===== src/design/largest_blob_size_finder_defines.svh =====
// ----------------------------------------------------------------------------
// largest_blob_size_finder_defines
// Assertion macros shared by the blob size finder.
// ----------------------------------------------------------------------------
`ifndef LARGEST_BLOB_SIZE_FINDER_DEFINES_SVH
`define LARGEST_BLOB_SIZE_FINDER_DEFINES_SVH

// same-cycle implication
`define LBSF_ASSERT_IMP(lbl, a, c) \
    lbl: assert property (@(posedge clk) disable iff (!rst_n) (a) |-> (c)) \
        else $error("lbsf check failed");

// next-cycle implication
`define LBSF_ASSERT_NXT(lbl, a, c) \
    lbl: assert property (@(posedge clk) disable iff (!rst_n) (a) |=> (c)) \
        else $error("lbsf check failed");

`endif


===== src/design/lbsf_pkg.sv =====
// ----------------------------------------------------------------------------
// lbsf_pkg
// Shared types and codes for the blob size finder.
// ----------------------------------------------------------------------------
package lbsf_pkg;

    typedef enum logic [1:0] {
        DIR_RIGHT,
        DIR_DOWN,
        DIR_UP,
        DIR_LEFT
    } nbr_dir_t;

    localparam logic [1:0] CELL_LAND = 2'd1;
    localparam logic [1:0] CELL_SEEN = 2'd2;

    localparam logic CFG_NUM_ROWS = 1'b0;
    localparam logic CFG_NUM_COLS = 1'b1;

    function automatic nbr_dir_t next_dir(nbr_dir_t d);
        nbr_dir_t n;
        case (d)
            DIR_RIGHT: n = DIR_DOWN;
            DIR_DOWN:  n = DIR_UP;
            DIR_UP:    n = DIR_LEFT;
            default:   n = DIR_RIGHT;
        endcase
        return n;
    endfunction

endpackage


===== src/design/lbsf_nbr.sv =====
// ----------------------------------------------------------------------------
// lbsf_nbr
// Neighbor address unit: bounds check and index of one 4-connected neighbor.
// ----------------------------------------------------------------------------
module lbsf_nbr import lbsf_pkg::*; #(
    parameter int AW = 12,
    parameter int RB = 7,
    parameter int CB = 7,
    parameter int NW = 13
) (
    input  nbr_dir_t      dir,
    input  logic [AW-1:0] node,
    input  logic [RB-1:0] r,
    input  logic [CB-1:0] c,
    input  logic [RB-1:0] rows,
    input  logic [CB-1:0] cols,
    output logic          ok,
    output logic [AW-1:0] nidx,
    output logic [RB-1:0] nr,
    output logic [CB-1:0] nc
);

    logic [NW-1:0] node_w;
    logic [NW-1:0] cols_w;
    logic [NW-1:0] sum_w;
    logic [RB:0]   r_inc;
    logic [CB:0]   c_inc;

    always_comb
    begin
        node_w = NW'(node);
        cols_w = NW'(cols);
        r_inc  = {1'b0, r} + (RB+1)'(1);
        c_inc  = {1'b0, c} + (CB+1)'(1);
        ok     = 1'b0;
        sum_w  = node_w;
        nr     = r;
        nc     = c;
        case (dir)
            DIR_RIGHT:
            begin
                ok    = c_inc < {1'b0, cols};
                sum_w = node_w + NW'(1);
                nc    = c_inc[CB-1:0];
            end
            DIR_DOWN:
            begin
                ok    = r_inc < {1'b0, rows};
                sum_w = node_w + cols_w;
                nr    = r_inc[RB-1:0];
            end
            DIR_UP:
            begin
                ok    = r != '0;
                sum_w = node_w - cols_w;
                nr    = r - RB'(1);
            end
            default:
            begin
                ok    = c != '0;
                sum_w = node_w - NW'(1);
                nc    = c - CB'(1);
            end
        endcase
        nidx = sum_w[AW-1:0];
    end

endmodule


===== config.mk =====
export PLATFORM = sky130hd
export DESIGN_NAME = lbsf_nbr
export DESIGN_NICKNAME = d
export VERILOG_FILES = /design/src/design/largest_blob_size_finder_defines.svh /design/src/design/lbsf_pkg.sv /design/src/design/lbsf_nbr.sv
export SDC_FILE = /design/constraint.sdc
export NUM_CORES = 1
export LEC_CHECK = 0
export BUFFER_PORTS_ARGS = -buffer_cell sky130_fd_sc_hd__buf_4
export CELL_PAD_IN_SITES_DETAIL_PLACEMENT = 0
export CELL_PAD_IN_SITES_GLOBAL_PLACEMENT = 2
export CORE_MARGIN = 3
export CORE_UTILIZATION = 29
export DETAILED_ROUTE_END_ITERATION = 6
export GPL_ROUTABILITY_DRIVEN = 0
export GPL_TIMING_DRIVEN = 0
export PLACE_DENSITY = 0.95
export SYNTH_ARGS = -nofsm -noshare
export SYNTH_HDL_FRONTEND = slang
export SYNTH_SLANG_ARGS = --single-unit

===== constraint.sdc =====
create_clock -name vclk -period 6.9
set_input_delay 1.38 -clock vclk [all_inputs]
set_output_delay 1.38 -clock vclk [all_outputs]
set_load 0.02 [all_outputs]

# == Word-level counts from Yosys, hierarchy flattened ==
# Cells that the tools add are included.
# word_totals
reg_bits,0
input_bits,42
out_inout_bits,27
# op_classes
n_addsub,8
order_cmp,2
eq_ne,2
muxes,4
n_reduce_logical,4
# op_table
op,count
12-bit case mux with 3 select lines,1
7-bit case mux with 2 select lines,2
"7-bit by 1-bit adder with 8-bit output, second input constant",2
8-bit by 7-bit < comparator with 1-bit output,2
7-bit nonzero test,2
"7-bit by 1-bit subtractor with 7-bit output, second input constant",2
"12-bit by 1-bit adder with 12-bit output, second input constant",1
12-bit by 7-bit adder with 12-bit output,1
"12-bit by 1-bit subtractor with 12-bit output, second input constant",1
12-bit by 7-bit subtractor with 12-bit output,1
1-bit case mux with 3 select lines,1
"2-bit by 1-bit equality test with 1-bit output, second input constant",1
"2-bit equality test, second input constant",1
2-bit zero test,1
2-bit OR reduction,1

# == Logic depth before layout (Yosys ltp) ==
# Gate-level depths: netlist of the first run.
# logic_depth
ltp_word,3
depth_mapped,14

# == Worst setup path before layout of the first run ==
# OpenSTA, ideal clock, no wires.
# synth_timing
path_type,input to output
start,in cols[2]
end,out nidx[10]
arrival_ns,3.669
path_slack_ns,1.851
path_stages,11
path_cell_list,or3_1 > nor3_1 > xnor2_1 > a221o_1 > nand2_1 > ha_1 > and2_1 > o2111a_1 > a211o_1 > a21oi_1 > xnor2_1
# synth_between
elab_chain_cells,2
# synth_lines
element,line_no,text
from (decl),lbsf_nbr.sv:16,"input logic [CB-1:0] cols,"
12-bit by 7-bit subtractor with 12-bit output / 12-bit by 7-bit adder with 12-bit output (equally long branches),"lbsf_nbr.sv:55, lbsf_nbr.sv:49",
12-bit case mux with 3 select lines (*),lbsf_nbr.sv:39,case (dir)
to (decl),lbsf_nbr.sv:18,"output logic [AW-1:0] nidx,"
# Every way passes the cells marked *; elsewhere a longest branch is shown, timed or not.

# == Worst setup path in the final report of the first run ==
# layout_timing
start,in dir[1]
end,out nidx[10]
# layout_between
elab_chain_cells,2
# layout_lines
element,line_no,text
from (decl),lbsf_nbr.sv:11,"input nbr_dir_t dir,"
2-bit equality test (tied with other cells),lbsf_nbr.sv:39,
12-bit case mux with 3 select lines (*),lbsf_nbr.sv:39,
# Marked as above.

==> flow_metrics.env, run 1 <==
export IMPL_slowest_delay_ns=0.46
export IMPL_initial_utilization_pct=30.6
export IMPL_fp_dieH_um=85.9
export IMPL_sw_frac_of_total_pct=55.2
export IMPL_n_clock_buffer=0
export IMPL_dp_cells=412
export IMPL_chipWidth_um=85.9
export IMPL_area_delta_synth_final_pct=31.4
export IMPL_finalCritPeriodShare_pct=82.4
export IMPL_synthTopCellsByArea="ha_1, xnor2_1, inv_1"
export IMPL_syn_nets=350
export IMPL_pwr_share_comb_pct=100.0
export IMPL_finalMaxSlewViolations=0
export IMPL_synth_area_sq_um=1850
export IMPL_ys_types=46
export IMPL_yosysSeqAreaShare_pct=0
export IMPL_gr_usage_all_layers_pct=14.7
export IMPL_dp_hpwl_mm=4.63
export IMPL_drc=0
export IMPL_power_switching_uw=140
export IMPL_dieArea_sq_um=7380
export IMPL_cp_end_kind="output pin"
export IMPL_synth_cells=272
export IMPL_post_cts_setup_buffers=0
export IMPL_antenna_cells=0
export IMPL_drtAntennaViolNets=0
export IMPL_layout_min_cycle_time_ns=5.69
export IMPL_final_setup_tns_ns=0
export IMPL_max_slew_worst_pin_slew_ns=0.503
export IMPL_nets=417
export IMPL_relSlewSlack_pct=66.5
export IMPL_clkPwrFrac_pct=0
export IMPL_ios=69
export IMPL_drtIter0Drc=80
export IMPL_port_buffers=65
export IMPL_via_per_inst=5.15
export IMPL_routed_wl_mm=5.53
export IMPL_timing_final_hold_violations=0
export IMPL_regArea_sq_um=0
export IMPL_cp_data_arrival_time_ns=4.31
export IMPL_pwr_share_seq_pct=0
export IMPL_layout_common_cells="buf_4, ha_1, inv_1, o21ai_0, xnor2_1"
export IMPL_overflow=0
export IMPL_design_seq_count=0
export IMPL_fmax_mhz=176
export IMPL_cp_max_fo=10
export IMPL_synth_warnings=0
export IMPL_dr_total_vias=2120
export IMPL_grt_pass1_wl_mm=9.35
export IMPL_layout_commonest_cell="buf_4"
export IMPL_fin_util_pct=40.2
export IMPL_final_cell_count_no_fill=412
export IMPL_grt_pass1_vias=2072
export IMPL_hold_buffers=0
export IMPL_setup_violations_final=0
export IMPL_core_area_sq_um=6060
export IMPL_synth_top_cell_area_share_pct=23.6
export IMPL_crit_required_ns=5.52
export IMPL_vdd_ir_drop_max_v=0.0000486
export IMPL_drive_gt1_share_pct=21.4
export IMPL_fp_row_count=28
export IMPL_synth_area_per_cell_sq_um=6.81
export IMPL_crit_chain="buf_4 > inv_1 > ha_1 > clkbuf_1 > clkbuf_1 > o21ai_0 > nand2_1 > ha_1 > fa_1 > nor2b_1 > o31a_1 > a211o_1 > a21oi_1 > xnor2_1 > buf_4"
export IMPL_start_kind="primary input"
export IMPL_antenna_found_initial=0
export IMPL_p_int_uw=113
export IMPL_p_per_area_nw_per_um2=104
export IMPL_rsz0062_at_grt="false"
export IMPL_synth_area_leader_cell="ha_1"
export IMPL_maxCapViolCount=0
export IMPL_p_total_uw=253
export IMPL_grt_start_max_net_pins=11
export IMPL_hold_path_class="in2out"
export IMPL_crit_slowest_cell="clkbuf_1"
export IMPL_cts_resized=0
export IMPL_path_class="in2out"
export IMPL_drtPass1Iterations=5
export IMPL_static_leakage_power_uw=0.00116
export IMPL_status="completed"
export IMPL_wl_per_cell_um=13.4
==> cells in the mapped netlist (all sizes together), types with 2 or more instances <==
cell type  instances
a21boi             3
nor2              15
a21o               3
a21oi             19
nor4               2
o31a               3
mux2               2
nor4b              2
or3                3
a221oi             5
inv               31
xor2               5
a22oi              2
or4b               2
nor3               6
a221o              4
and3               4
o31ai              3
xnor2             22
o211ai             2
o21a               5
o21ai             25
ha                35
nand2             18
mux2i              2
nand3             13
nor2b              5
o2111ai            2
a32oi              3
nand2b             2
clkbuf            13
==> stage by stage <==
stage	hold slack, ns	cell area (sq um)	worst slack (ns)
floorplan	2.93	1850	1.85
global placement	3.16	2430	1.19
detailed placement	3.16	2430	1.19
CTS	3.17	2430	1.17
global route	3.19	2430	0.917
finish	3.17	2430	1.21
==> kinds of logic after synthesis <==
family	synth area share, %
AOI/OAI and AO/OA	30.2
muxes	2.30
buffers and inverters	9.19
and+or+nand+nor	20.8
adders and majority gates	24.7
xor gates and xnor gates	12.8
==> layout make-up <==
class                           count  area, sq um
Inverter                           31          116
Multi-Input combinational cell    227         1680
Buffer                             14         53.8
Timing Repair Buffer               65          488
Fill cell                         658         3630
Tap cell                           75         93.8
==> critical path, delay by kind of cell <==
family / cells / cell delay (ns)
AOI/OAI and AO/OA: 4 / 0.86
xor gates and xnor gates: 1 / 0.14
adders and majority gates: 3 / 0.56
buffers and inverters: 5 / 1.20
and+or+nand+nor: 2 / 0.17
==> metal layers <==
| layer | routed length, um | global-route usage, % | vias up |
|---|---|---|---|
| met5 | 0 | 0 | - |
| met4 | 34 | 1.01 | 0 |
| met3 | 308 | 0.865 | 4 |
| met2 | 2640 | 26.2 | 63 |
| met1 | 2550 | 20.3 | 940 |
| li1 | - | - | 1113 |
==> worst paths after layout <==
check	slack [ns]	to	cells after the start	start
max	1.21	nidx[10]	15	dir[1]
min	3.17	nr[1]	4	r[1]
==> power by group through the flow <==
stage,Combinational [uW],Clock (uW),Sequential [uW]
after floorplan,159,0,0
after CTS,255,0,0
after global routing,280,0,0
final,253,0,0
after global placement,253,0,0
after detailed placement,254,0,0
(Power assumes the default switching activity.)
==> run 2, diff against run 1 <==
--- a/config.mk
+++ b/config.mk
@@ -5,15 +5,16 @@
 export SDC_FILE = /design/constraint.sdc
 export NUM_CORES = 1
 export LEC_CHECK = 0
+export ABC_AREA = 1
 export BUFFER_PORTS_ARGS = -buffer_cell sky130_fd_sc_hd__buf_4
 export CELL_PAD_IN_SITES_DETAIL_PLACEMENT = 0
 export CELL_PAD_IN_SITES_GLOBAL_PLACEMENT = 2
 export CORE_MARGIN = 3
-export CORE_UTILIZATION = 29
+export CORE_UTILIZATION = 23
 export DETAILED_ROUTE_END_ITERATION = 6
 export GPL_ROUTABILITY_DRIVEN = 0
 export GPL_TIMING_DRIVEN = 0
-export PLACE_DENSITY = 0.95
+export PLACE_DENSITY = 0.89
 export SYNTH_ARGS = -nofsm -noshare
 export SYNTH_HDL_FRONTEND = slang
 export SYNTH_SLANG_ARGS = --single-unit
==> constraint.sdc (replaced) <==
create_clock -name vclk -period 5.1
set_input_delay 1.02 -clock vclk [all_inputs]
set_output_delay 1.02 -clock vclk [all_outputs]
set_load 0.02 [all_outputs]
==> flow_metrics.env, run 2 <==
export IMPL_status="completed"
export IMPL_fmax_mhz=213
export IMPL_drtAntennaViolNets=0
export IMPL_slowest_delay_ns=0.41
export IMPL_maxCapViolCount=0
export IMPL_crit_chain="buf_4 > inv_1 > ha_1 > clkbuf_1 > inv_1 > nand2_1 > nand2_1 > nand3_1 > ha_1 > fa_1 > inv_1 > nand3_1 > nand2_1 > a21oi_1 > o21ai_0 > xor2_1 > buf_4"
export IMPL_synthTopCellsByArea="ha_1, nand2_1, inv_1"
export IMPL_antenna_cells=0
export IMPL_fp_row_count=32
export IMPL_synthAdderAreaFrac_pct=23.4
export IMPL_dieArea_sq_um=9640
export IMPL_synth_warnings=0
export IMPL_setup_violations_final=0
export IMPL_timing_final_hold_violations=0
export IMPL_synth_top_cell_area_share_pct=22.4
export IMPL_dp_hpwl_mm=5.35
export IMPL_ios=69
export IMPL_path_class="in2out"
export IMPL_final_setup_tns_ns=0
export IMPL_cp_end_kind="output pin"
export IMPL_placed_area_sq_um=2580
export IMPL_core_area_sq_um=7970
export IMPL_dr_total_vias=2389
export IMPL_cts_resized=0
export IMPL_drive_gt1_share_pct=18.0
export IMPL_grt_start_max_net_pins=11
export IMPL_synth_cells=356
export IMPL_antenna_found_initial=0
export IMPL_cp_max_fo=9
export IMPL_grt_pass1_vias=2306
export IMPL_critPathBufInv=6
export IMPL_initial_utilization_pct=24.5
export IMPL_synth_area_per_cell_sq_um=5.49
export IMPL_rsz0062_at_grt="false"
export IMPL_synth_most_common_cell="nand2_1"
export IMPL_layout_common_cells="nand2_1, buf_4, inv_1, nor2_1, ha_1"
export IMPL_gr_usage_all_layers_pct=12.6
export IMPL_ys_types=31
export IMPL_synth_simple_area_share_pct=34.4
export IMPL_fp_dieH_um=98.2
export IMPL_nets=502
export IMPL_cp_top_family="adder cells"
export IMPL_synth_area_leader_cell="ha_1"
export IMPL_max_slew_worst_pin_slew_ns=0.488
export IMPL_finalCritPeriodShare_pct=92.0
export IMPL_multi_input_area_sq_um=1690
export IMPL_wl_per_cell_um=11.8
export IMPL_relSlewSlack_pct=67.5
export IMPL_setup_ws_ns=0.407
export IMPL_syn_nets=434
export IMPL_yosys_top_cells_count="nand2_1, inv_1, nor2_1"
export IMPL_synth_area_sq_um=1950
export IMPL_cp_data_arrival_time_ns=3.67
export IMPL_static_leakage_power_uw=0.00142
export IMPL_design_seq_count=0
export IMPL_drtIter0Drc=108
export IMPL_place_ws_ns=0.276
export IMPL_synth_top_family_by_area="simple AND/OR/NAND/NOR gates"
export IMPL_p_per_area_nw_per_um2=139
export IMPL_via_per_inst=4.56
export IMPL_yosysSeqAreaShare_pct=0
export IMPL_regArea_sq_um=0
export IMPL_start_kind="primary input"
export IMPL_crit_required_ns=4.08
export IMPL_routed_wl_mm=6.17
export IMPL_fillers=906
export IMPL_synthMuxAreaShare_pct=0
export IMPL_grt_pass1_wl_mm=10.7
export IMPL_overflow=0
export IMPL_area_delta_synth_final_pct=32.1
export IMPL_synthXorXnorAreaFrac_pct=6.27
export IMPL_drc=0
export IMPL_crit_slowest_cell="fa_1"
export IMPL_hold_path_class="in2out"
export IMPL_port_buffers=67
export IMPL_synth_compound_area_share_pct=22.3
export IMPL_layout_min_cycle_time_ns=4.69
export IMPL_drtPass1Iterations=4
export IMPL_layout_commonest_cell="nand2_1"
export IMPL_chipWidth_um=98.2
export IMPL_finalMaxSlewViolations=0
export IMPL_vdd_ir_drop_max_v=0.0000473
export IMPL_final_area_sq_um=2580
export IMPL_n_clock_buffer=0
-- run 2: cell types whose count changed in the layout (fill, tap and decap cells not counted), moves of 5 or more --
| cell | change |
|---|---|
| a221oi_1 | -5 |
| clkbuf_1 | -9 |
| inv_1 | +26 |
| nand2_1 | +70 |
| nand3_1 | +14 |
| nor2_1 | +22 |
| nor2b_1 | -5 |
| o21a_1 | -5 |
| o21ai_0 | +10 |
| xnor2_1 | -19 |
| xor2_1 | +6 |
-- run 2: where the power goes --
group | internal, uW | switching (uW)
logic | 149 | 209
clock network | 0 | 0
registers | 0 | 0
-- run 2: final cells by class --
class | instances | share of cell area, %
Buffer | 8 | 1.70
Timing Repair Buffer | 67 | 19.5
Tap cell | 102 | 4.94
Multi-Input combinational cell | 289 | 65.4
Inverter | 58 | 8.43
-- run 2: routing by layer --
layer	GRT usage, %	part of all wire [%]	up-vias
met3	0.857	5.4	2
met1	18.9	51	1019
li1	-	-	1301
met5	0	0	-
met2	20.7	43	67
met4	0.420	0.29	0
-- run 2: cell families after synthesis --
family | Yosys count
compound gates | 76
xor+xnor | 14
fa+ha+maj | 36
buf+inv | 67
simple gates | 163
-- run 2: metrics by stage --
stage               util [%]  hold slack (ns)  cells  power, uW
floorplan                  -             2.21    356        224
global placement        32.4             2.44    525        358
detailed placement      32.4             2.44    525        360
CTS                     32.4             2.44    525        361
global route            32.4             2.47    524        405
finish                  32.4             2.44    524        358
-- run 2: final timing paths --
kind | startpoint | end | depth (start not counted)
hold / removal | node[11] | nidx[11] | 5
setup / recovery | dir[0] | nidx[8] | 17
-- run 2: timing repair --
| action | in CTS | in global routing |
|---|---|---|
| hold buffers | 0 | 0 |
| endpoints found under the hold margin | 0 | 0 |
| endpoints found under the setup margin | 0 | 1 |
| buffers inserted | 0 | 0 |
==> run 3, diff against run 2 <==
--- a/config.mk
+++ b/config.mk
@@ -14,6 +14,7 @@
 export DETAILED_ROUTE_END_ITERATION = 6
 export GPL_ROUTABILITY_DRIVEN = 0
 export GPL_TIMING_DRIVEN = 0
+export MAX_ROUTING_LAYER = met4
 export PLACE_DENSITY = 0.89
 export SYNTH_ARGS = -nofsm -noshare
 export SYNTH_HDL_FRONTEND = slang
==> constraint.sdc (replaced) <==
create_clock -name vclk -period 5.1
set_input_delay 0.51 -clock vclk [all_inputs]
set_output_delay 0.51 -clock vclk [all_outputs]
set_load 0.02 [all_outputs]
==> flow_metrics.env, run 3 (same netlist as run 2, synthesis figures left out) <==
export IMPL_overflow=0
export IMPL_gr_usage_all_layers_pct=12.9
export IMPL_area_delta_synth_final_pct=32.3
export IMPL_final_cell_count_no_fill=525
export IMPL_highest_layer="met4"
export IMPL_antenna_cells=0
export IMPL_fillers=905
export IMPL_rsz0062_at_grt="false"
export IMPL_port_buffers=67
export IMPL_n_clock_buffer=0
export IMPL_hold_buffers=0
export IMPL_wl_met2_mm=2.64
export IMPL_fp_row_count=32
export IMPL_fmax_mhz=265
export IMPL_max_slew_worst_pin_slew_ns=0.488
export IMPL_drt_met1_wl_mm=3.23
export IMPL_initial_utilization_pct=24.5
export IMPL_drive_gt1_share_pct=18.0
export IMPL_chipWidth_um=98.2
export IMPL_static_leakage_power_uw=0.00142
export IMPL_grt_start_max_net_pins=11
export IMPL_dr_total_vias=2397
export IMPL_antenna_found_initial=0
export IMPL_drtAntennaViolNets=0
export IMPL_wl_met3_um=280
export IMPL_placed_area_sq_um=2580
export IMPL_p_per_area_nw_per_um2=139
export IMPL_grt_pass1_wl_mm=10.7
export IMPL_finalMaxSlewViolations=0
export IMPL_nets=503
export IMPL_layout_min_cycle_time_ns=3.77
export IMPL_slowest_delay_ns=0.41
export IMPL_dieArea_sq_um=9640
export IMPL_cp_end_kind="output pin"
export IMPL_cts_resized=0
export IMPL_dp_hpwl_mm=5.35
export IMPL_layout_commonest_cell="nand2_1"
export IMPL_design_seq_count=0
export IMPL_crit_slowest_cell="fa_1"
export IMPL_dp_cells=525
export IMPL_timing_final_hold_violations=0
export IMPL_start_kind="primary input"
export IMPL_status="completed"
export IMPL_crit_chain="buf_4 > ha_1 > buf_2 > clkinv_1 > clkbuf_1 > nand3_1 > ha_1 > fa_1 > inv_1 > nand3_1 > nand2_1 > a21oi_1 > o21ai_0 > xor2_1 > buf_4"
export IMPL_core_area_sq_um=7970
export IMPL_final_area_sq_um=2580
export IMPL_relSlewSlack_pct=67.5
export IMPL_ios=69
export IMPL_cp_data_arrival_time_ns=3.26
export IMPL_layout_common_cells="nand2_1, buf_4, inv_1, nor2_1, ha_1"
export IMPL_finalCritPeriodShare_pct=74.0
export IMPL_post_cts_setup_buffers=0
export IMPL_wl_per_cell_um=11.8
export IMPL_hold_path_class="in2out"
export IMPL_setup_violations_final=0
export IMPL_via_per_inst=4.57
export IMPL_cp_max_fo=10
export IMPL_grt_pass1_vias=2308
export IMPL_drtIter0Drc=110
export IMPL_regArea_sq_um=0
export IMPL_fp_dieH_um=98.2
export IMPL_final_setup_tns_ns=0
export IMPL_maxCapViolCount=0
export IMPL_drtPass1Iterations=4
export IMPL_vdd_ir_drop_max_v=0.0000473
export IMPL_routed_wl_mm=6.18
export IMPL_crit_required_ns=4.59
export IMPL_drc=0
export IMPL_path_class="in2out"
## run 3: worst paths after layout
path	startpoint	end	cells after the start
worst min-delay path	node[11]	nidx[11]	5
worst max-delay path	dir[0]	nidx[8]	15
## run 3: area by class of cell
type                       count  area [sq um]  share of cell area, %
inverter                      58           218                   8.42
timing repair buffer          67           503                   19.5
tap                          102           128                   4.94
buffer                         9          47.5                   1.84
multi-input combinational    289          1690                   65.3
## run 3: worst max-delay path: cells and delay by family
kind | cells | cell delay [ns]
buffers and inverters | 6 | 1.06
adder cells (fa/ha/maj) | 3 | 0.87
AND/OR/NAND/NOR | 3 | 0.36
AO/OA/AOI/OAI | 2 | 0.30
XOR/XNOR | 1 | 0.16
## run 3: per-stage QoR
stage                     hold slack [ns]  worst slack [ns]  utilization [%]  total power, uW
after global placement               1.42              1.36             32.4              358
final                                1.42              1.33             32.4              358
after floorplan                      1.19              1.79                -              224
after global routing                 1.45              1.02             32.4              405
after CTS                            1.42              1.30             32.4              361
after detailed placement             1.42              1.30             32.4              360
## run 3: routing by layer
| metal | vias to the layer above | GRT usage [%] |
|---|---|---|
| met3 | 2 | 0.571 |
| li1 | 1307 | - |
| met2 | 58 | 20.7 |
| met5 | - | - |
| met4 | 0 | 0.420 |
| met1 | 1030 | 19.0 |
## run 3: power by group
part | switching, uW | internal [uW]
Combinational | 209 | 149
Sequential | 0 | 0
Clock | 0 | 0
